[src/design/ise_pkg.sv]
// ise_pkg: shared constants and controller/datapath interface types
// for the insertion sort engine; no dependencies
package ise_pkg;

   localparam int MAX_ELEMENTS = 64;
   localparam int DATA_W       = 32;
   localparam int ADDR_W       = $clog2(MAX_ELEMENTS);
   localparam int CNT_W        = $clog2(MAX_ELEMENTS + 1);

   // commands from controller to datapath
   typedef struct packed {
      logic capture;    // take request payload, pos <= count, idx <= 0
      logic rd_prev;    // read store at pos - 1
      logic shift;      // store[pos] <= read data, pos--
      logic place;      // store[pos] <= key, count++
      logic emit_rd;    // read store at idx
      logic emit_load;  // load response registers from read data
      logic emit_next;  // idx++
      logic finish;     // count <= 0
   } cmd_type;

   // status from datapath to controller
   typedef struct packed {
      logic full;       // store holds MAX_ELEMENTS entries
      logic pos_zero;   // insert position reached the bottom
      logic greater;    // read entry is greater than key (signed)
      logic last_flag;  // request being inserted closes the list
      logic emit_last;  // response register holds the final element
   } status_type;

endpackage

[src/design/ise_dpath.sv]
// ise_dpath: element store, key/position/count registers, compare and
// response registers of the insertion sort engine; depends on ise_pkg
module ise_dpath (
   input  logic                                clock,
   input  logic                                reset,
   input  ise_pkg::cmd_type                    cmd,
   input  logic signed [ise_pkg::DATA_W-1:0]   req_value,
   input  logic                                req_last_item,
   output ise_pkg::status_type                 status,
   output logic signed [ise_pkg::DATA_W-1:0]   rsp_sorted_value,
   output logic                                rsp_last_out
);

   logic [ise_pkg::DATA_W-1:0] mem [ise_pkg::MAX_ELEMENTS];

   logic signed [ise_pkg::DATA_W-1:0] key_ff, key_in;
   logic                              last_ff, last_in;
   logic [ise_pkg::ADDR_W-1:0]        pos_ff, pos_in;
   logic [ise_pkg::ADDR_W-1:0]        idx_ff, idx_in;
   logic [ise_pkg::CNT_W-1:0]         count_ff, count_in;
   logic signed [ise_pkg::DATA_W-1:0] rd_data_ff;
   logic signed [ise_pkg::DATA_W-1:0] out_ff, out_in;
   logic                              out_last_ff, out_last_in;

   logic                       rd_en;
   logic [ise_pkg::ADDR_W-1:0] rd_addr;
   logic                       wr_en;
   logic [ise_pkg::DATA_W-1:0] wr_data;

   assign rd_en   = cmd.rd_prev | cmd.emit_rd;
   assign rd_addr = cmd.emit_rd ? idx_ff : pos_ff - 1'b1;
   assign wr_en   = cmd.shift | cmd.place;
   assign wr_data = cmd.shift ? rd_data_ff : key_ff;

   always_ff @(posedge clock) begin
      if (wr_en) begin
         mem[pos_ff] <= wr_data;
      end
   end

   always_ff @(posedge clock) begin
      if (rd_en) begin
         rd_data_ff <= mem[rd_addr];
      end
   end

   always_comb begin
      key_in      = key_ff;
      last_in     = last_ff;
      pos_in      = pos_ff;
      idx_in      = idx_ff;
      count_in    = count_ff;
      out_in      = out_ff;
      out_last_in = out_last_ff;
      if (cmd.capture) begin
         key_in  = req_value;
         last_in = req_last_item;
         pos_in  = count_ff[ise_pkg::ADDR_W-1:0];
         idx_in  = '0;
      end
      if (cmd.shift) begin
         pos_in = pos_ff - 1'b1;
      end
      if (cmd.place) begin
         count_in = count_ff + 1'b1;
      end
      if (cmd.emit_load) begin
         out_in      = rd_data_ff;
         out_last_in = ({1'b0, idx_ff} + 1'b1) == count_ff;
      end
      if (cmd.emit_next) begin
         idx_in = idx_ff + 1'b1;
      end
      if (cmd.finish) begin
         count_in = '0;
      end
   end

   always_ff @(posedge clock) begin
      if (reset) begin
         count_ff <= '0;
      end else begin
         count_ff <= count_in;
      end
      key_ff      <= key_in;
      last_ff     <= last_in;
      pos_ff      <= pos_in;
      idx_ff      <= idx_in;
      out_ff      <= out_in;
      out_last_ff <= out_last_in;
   end

   assign status.full      = count_ff == ise_pkg::CNT_W'(ise_pkg::MAX_ELEMENTS);
   assign status.pos_zero  = pos_ff == '0;
   assign status.greater   = rd_data_ff > key_ff;
   assign status.last_flag = last_ff;
   assign status.emit_last = out_last_ff;

   assign rsp_sorted_value = out_ff;
   assign rsp_last_out     = out_last_ff;

endmodule

[src/design/ise_ctrl.sv]
// ise_ctrl: sequencing state machine of the insertion sort engine
// depends on ise_pkg
module ise_ctrl (
   input  logic                clock,
   input  logic                reset,
   input  logic                req_valid,
   input  logic                req_last_item,
   output logic                req_ready,
   input  logic                rsp_ready,
   output logic                rsp_valid,
   input  ise_pkg::status_type status,
   output ise_pkg::cmd_type    cmd
);

   localparam logic [2:0] S_IDLE    = 3'd0;
   localparam logic [2:0] S_INS_RD  = 3'd1;
   localparam logic [2:0] S_INS_CMP = 3'd2;
   localparam logic [2:0] S_EMIT_RD = 3'd3;
   localparam logic [2:0] S_EMIT_LD = 3'd4;
   localparam logic [2:0] S_EMIT_WT = 3'd5;

   logic [2:0] state_ff, state_in;

   always_comb begin
      state_in  = state_ff;
      cmd       = '0;
      req_ready = 1'b0;
      rsp_valid = 1'b0;
      unique case (state_ff)
         S_IDLE: begin
            req_ready = 1'b1;
            if (req_valid) begin
               cmd.capture = 1'b1;
               if (!status.full) begin
                  state_in = S_INS_RD;
               end else if (req_last_item) begin
                  state_in = S_EMIT_RD;
               end
            end
         end
         S_INS_RD: begin
            if (status.pos_zero) begin
               cmd.place = 1'b1;
               state_in  = status.last_flag ? S_EMIT_RD : S_IDLE;
            end else begin
               cmd.rd_prev = 1'b1;
               state_in    = S_INS_CMP;
            end
         end
         S_INS_CMP: begin
            if (status.greater) begin
               cmd.shift = 1'b1;
               state_in  = S_INS_RD;
            end else begin
               cmd.place = 1'b1;
               state_in  = status.last_flag ? S_EMIT_RD : S_IDLE;
            end
         end
         S_EMIT_RD: begin
            cmd.emit_rd = 1'b1;
            state_in    = S_EMIT_LD;
         end
         S_EMIT_LD: begin
            cmd.emit_load = 1'b1;
            state_in      = S_EMIT_WT;
         end
         S_EMIT_WT: begin
            rsp_valid = 1'b1;
            if (rsp_ready) begin
               if (status.emit_last) begin
                  cmd.finish = 1'b1;
                  state_in   = S_IDLE;
               end else begin
                  cmd.emit_next = 1'b1;
                  state_in      = S_EMIT_RD;
               end
            end
         end
         default: begin
            state_in = S_IDLE;
         end
      endcase
   end

   always_ff @(posedge clock) begin
      if (reset) begin
         state_ff <= S_IDLE;
      end else begin
         state_ff <= state_in;
      end
   end

endmodule

[src/design/insertion_sort_engine_core.sv]
// insertion_sort_engine_core: top level of the insertion sort engine
// depends on ise_pkg, ise_ctrl, ise_dpath
// each request is inserted into the already sorted store on arrival: larger entries are
// read and shifted up one at a time, then the key is placed (one store port)
// a request arriving with the store full is dropped
// after the last request, each element is read out and held until the response is taken
// synchronous active-high reset empties the list; store contents need no clearing
module insertion_sort_engine_core (
   input  logic                               clock,
   input  logic                               reset,
   // request channel
   input  logic                               req_valid,
   output logic                               req_ready,
   input  logic signed [ise_pkg::DATA_W-1:0]  req_value,
   input  logic                               req_last_item,
   // response channel
   output logic                               rsp_valid,
   input  logic                               rsp_ready,
   output logic signed [ise_pkg::DATA_W-1:0]  rsp_sorted_value,
   output logic                               rsp_last_out
);

   // command and status between sequencer and datapath
   ise_pkg::cmd_type    cmd;
   ise_pkg::status_type status;

   // sequencer: load/insert loop, then read out one element per response
   ise_ctrl u_ctrl (
      .clock         (clock),
      .reset         (reset),
      .req_valid     (req_valid),
      .req_last_item (req_last_item),
      .req_ready     (req_ready),
      .rsp_ready     (rsp_ready),
      .rsp_valid     (rsp_valid),
      .status        (status),
      .cmd           (cmd)
   );

   // datapath: element store, signed compare, response registers
   ise_dpath u_dpath (
      .clock            (clock),
      .reset            (reset),
      .cmd              (cmd),
      .req_value        (req_value),
      .req_last_item    (req_last_item),
      .status           (status),
      .rsp_sorted_value (rsp_sorted_value),
      .rsp_last_out     (rsp_last_out)
   );

endmodule

[config.mk]
export PLATFORM = sky130hd
export DESIGN_NAME = insertion_sort_engine_core
export DESIGN_NICKNAME = d
export VERILOG_FILES = /design/src/design/ise_pkg.sv /design/src/design/ise_dpath.sv /design/src/design/ise_ctrl.sv /design/src/design/insertion_sort_engine_core.sv
export SDC_FILE = /design/constraint.sdc
export NUM_CORES = 2
export LEC_CHECK = 0
export ABC_CLOCK_PERIOD_IN_PS = 11950
export BUFFER_PORTS_ARGS = -buffer_cell sky130_fd_sc_hd__clkbuf_2
export CAP_MARGIN = 20
export CORE_MARGIN = 5
export CORE_UTILIZATION = 35
export DETAILED_ROUTE_END_ITERATION = 6
export PLACE_DENSITY = 0.52
export SYNTH_ARGS = -nofsm -noshare
export SYNTH_HDL_FRONTEND = slang
export SYNTH_SLANG_ARGS = --single-unit
[constraint.sdc]
create_clock -name clock -period 11.95 [get_ports clock]
set_clock_uncertainty 0.15 [all_clocks]
set_input_delay 0.5975 -clock clock [delete_from_list [all_inputs] [get_ports clock]]
set_output_delay 0.5975 -clock clock [all_outputs]
set_load 0.005 [all_outputs]
==> metrics list <==
* Y dimension of the die: 508 microns
- The post-route netlist has 9.76% of its cells at a drive strength greater than 1.
* Initial antenna violation count: 7
* Vias in the first global route: 52400
- Number of synthesized register bits: 2168
- Total congestion overflow: 0
- In this run the worst setup path begins at u_dpath.pos_ff[0].
* Worst-path fanout max: 71
- The congestion estimate from routability-driven global placement came to 0.814.
- Setup violations remaining at the end of the flow were counted as 0.
- Final clock period utilization by the worst path: 52.6%
- Final Max Tran Viols: 0
- Placeable Area: 246000 sq um
- For this run, asynchronously set or reset flops after synthesis account for 0%.
- PostCTS Resize Cnt: 0
- The library cells used most frequently in the layout, excluding fill and tap cells, are 2158 x sky130_fd_sc_hd__edfxtp_1, 2010 x sky130_fd_sc_hd__nand2_1, 720 x sky130_fd_sc_hd__nand3_1.
* Num ports: 72
- TritonCTS clock tree: yes
- Via density: 5.49
* Pin count of the biggest net entering global routing: 159
- The worst path needs 6.29 ns of the cycle, external delays included.
- Syn. warnings: 0
- Total number of vias: 55600
- Summed over all instances, the cell type with the most area after synthesis is sky130_fd_sc_hd__edfxtp_1.
- Counting the buffers created by CTS gives 219.
- Maxcap violations: 0
* DR WL/cell: 26.9 microns
- Clock latency reported for the late side of the worst-skew pair: 0.87 ns
- Leaving out fill and tap cells, the most frequent cell in the layout is sky130_fd_sc_hd__edfxtp_1.
- Nets: 6714
* Die outline area: 258000 sq um
- In this run the worst setup path terminates at u_dpath.rd_data_ff[26].
- For flop-to-flop paths, the worst setup slack is 5.66 ns.
- The initial utilization of the core area, before any placement, comes to 35.2%.
* Avg Synthesized Cell Area: 13.2 sq um
- Path type of the worst setup path: flop to flop
* Sequential share of the synthesized area: 75.0%
* TNS Setup: 0 ns
* Clock Path Buffers: 3
- Total leakage power: 33.5 nW
- Clk root buf: sky130_fd_sc_hd__clkbuf_16
- Run status: finished clean
* Required time of the critical path: 12.52 ns
- Ranking of synthesized cells by area: sky130_fd_sc_hd__edfxtp_1 75%, sky130_fd_sc_hd__nand2_1 8.7%, sky130_fd_sc_hd__nand3_1 4.2%
- Type of element capturing the critical path: flop
- For this run, design rule violations remaining after detail routing come to 0.
- The number of cells on the worst reg-to-reg path is 12.
- Sink Count: 2168
- First-pass GRT wire length: 389000 microns
- Including well taps, the total number of placed cells is 9696.
* Number of iterations in the first detailed-routing pass: 6
* Hold Crit Class: primary input to flop
- Max frequency: 159 MHz
- Main synth FF type: sky130_fd_sc_hd__edfxtp_1
- CTS built an H-tree with a depth of 4.
- Detailed placement ended at an HPWL of 142000 microns.
- Across the whole layout, storage elements account for 65000 sq um.
- The floorplan step set the die width to 508 microns.
- The final layout contains routed wiring with a total length of 273000 microns.
- Counting the fill cells in the layout gives 22700.
- The worst register-to-register path ends at u_dpath.rd_data_ff[26].
- DRC violation total after the first TritonRoute iteration: 6423
- Slew at the pin closest to its max-slew limit: 1.13 ns
- Once detail routing completed, the nets flagged for antenna violations numbered 0.
* Setup repair after global routing missed its margin: no
- The top cell type by area accounts for 74.7% of the synthesized area.
- In this run the critical register-to-register path is launched from u_dpath.pos_ff[0].
* Critical Path Start Type: flop
- Area of the multi-input gates: 20400 sq um
- For this run, the total global-route usage over all layers was measured as 20.6%.
* Post-synth EDFFs: 2158
- Net Count, Synth: 6647
- Counting every instance in the synthesized netlist gives 6574.
- Maximum VDD drop: 0.185 mV
- Clock slew at the register clock pins of the worst setup and hold paths: 0.06 ns
* Final std cells w/o fill: 10100
- Number of library cell types mapped by synthesis: 69
- Site row count: 182
* Remaining max-slew budget at the tightest pin: 24.2%
- Buffers on Ports: 71
- For the worst setup path, the data arrival time is 6.85 ns.
- After synthesis the cells add up to 86700 sq um.
- Relative to the synthesized area, the layout overhead comes to 13.7%.
- Measured on the finished design, the core utilization comes to 40.1%.
* Final Hold Vio Count: 0
* PD cells: 212 nW/um^2
==> metal layers <==
| metal | track usage (%) | wire length, microns | up-vias |
|---|---|---|---|
| li1 | - | - | 24300 |
| met1 | 30.0 | 120000 | 28600 |
| met2 | 32.3 | 125000 | 2402 |
| met3 | 3.46 | 22500 | 314 |
| met4 | 4.60 | 5140 | 2 |
| met5 | 0 | 13 | - |
==> power by group <==
part           total, mW  internal (mW)  switching [mW]
clock network       6.67           3.75            2.92
registers           8.97           8.80           0.176
logic               5.31           1.42            3.89
total               21.0           14.0            6.99
==> critical path, cell delays in order (launching register included) <==
cell                       delay, ns
sky130_fd_sc_hd__edfxtp_1       0.61
sky130_fd_sc_hd__inv_1          0.11
sky130_fd_sc_hd__ha_1           0.54
sky130_fd_sc_hd__a21o_4         0.59
sky130_fd_sc_hd__buf_4          0.54
sky130_fd_sc_hd__buf_4          0.84
sky130_fd_sc_hd__buf_4          0.75
sky130_fd_sc_hd__nand2_1        0.10
sky130_fd_sc_hd__and3_1         0.19
sky130_fd_sc_hd__a311oi_1       0.23
sky130_fd_sc_hd__nor3_1         0.08
sky130_fd_sc_hd__nor4_1         0.91
sky130_fd_sc_hd__and4_1         0.30
==> how the worst min path moves through the flow <==
stage,from,end,cells past startpoint
finish,req_valid,u_ctrl.state_ff[1],7
global route,req_valid,u_ctrl.state_ff[1],7
CTS,req_valid,u_ctrl.state_ff[1],7
detailed placement,u_dpath.count_ff[6],u_dpath.count_ff[6],2
global placement,u_dpath.count_ff[6],u_dpath.count_ff[6],2
floorplan,u_dpath.rd_data_ff[0],u_dpath.rsp_sorted_value[0],0
==> repair_timing <==
item | in CTS | in global routing
hold buffers | 36 | 0
setup buffers | 0 | 0
setup endpoints to repair | 0 | 0
endpoints found under the hold margin | 37 | 0
==> flip-flops by register name, summed over array words and instances, names as in the netlist <==
name and flops:
u_dpath.rd_data_ff 32, u_dpath.idx_ff 6, u_dpath.mem 2048, u_dpath.count_ff 7
u_dpath.pos_ff 6, u_dpath.rsp_last_out 1, u_dpath.rsp_sorted_value 32, u_ctrl.state_ff 3
u_dpath.key_ff 32, u_dpath.last_ff 1
==> through the flow <==
| step | hold slack (ns) | total power [mW] | worst slack, ns | cell area [sq um] |
|---|---|---|---|---|
| finish | 0.138 | 21.0 | 5.66 | 98600 |
| floorplan | 0.300 | 12.1 | 5.81 | 86700 |
| CTS | 0.0540 | 21.0 | 5.59 | 98600 |
| global route | 0.165 | 21.8 | 5.39 | 98600 |
| global placement | 0.342 | 14.3 | 4.79 | 91200 |
| detailed placement | 0.353 | 14.4 | 5.63 | 91400 |
==> cells by family (layout without fill, tap and decap cells) <==
| family | Yosys count | count (layout) | share of synthesized area [%] |
|---|---|---|---|
| buffers and inverters | 471 | 719 | 2.26 |
| adders and majority gates | 36 | 36 | 0.519 |
| and+or+nand+nor | 3303 | 3303 | 16.7 |
| xor gates and xnor gates | 12 | 12 | 0.121 |
| other | 0 | 1 | 0 |
| AOI/OAI and AO/OA | 502 | 502 | 4.23 |
| muxes | 82 | 82 | 1.24 |
| DFF | 2168 | 2168 | 75.0 |
==> final cells by class <==
class | count | area share (%)
sequential | 2168 | 65.9
tap | 3312 | 4.20
inverter | 50 | 0.190
multi-input combinational | 3935 | 20.7
clock inverter | 129 | 1.15
timing repair buffer | 267 | 2.05
antenna | 1 | 0.00254
clock buffer | 273 | 5.81
==> synth_stat cells, drive strengths merged, types with 38 or more instances <==
cell,number
edfxtp,2158
clkbuf,225
buf,196
nand3,721
a21oi,101
a31oi,92
nand2,2016
and3,287
mux2,38
inv,50
nor3,92
nor2,96
mux2i,38
a311oi,170
nor4,40
Power figures use the tool's default switching activity.
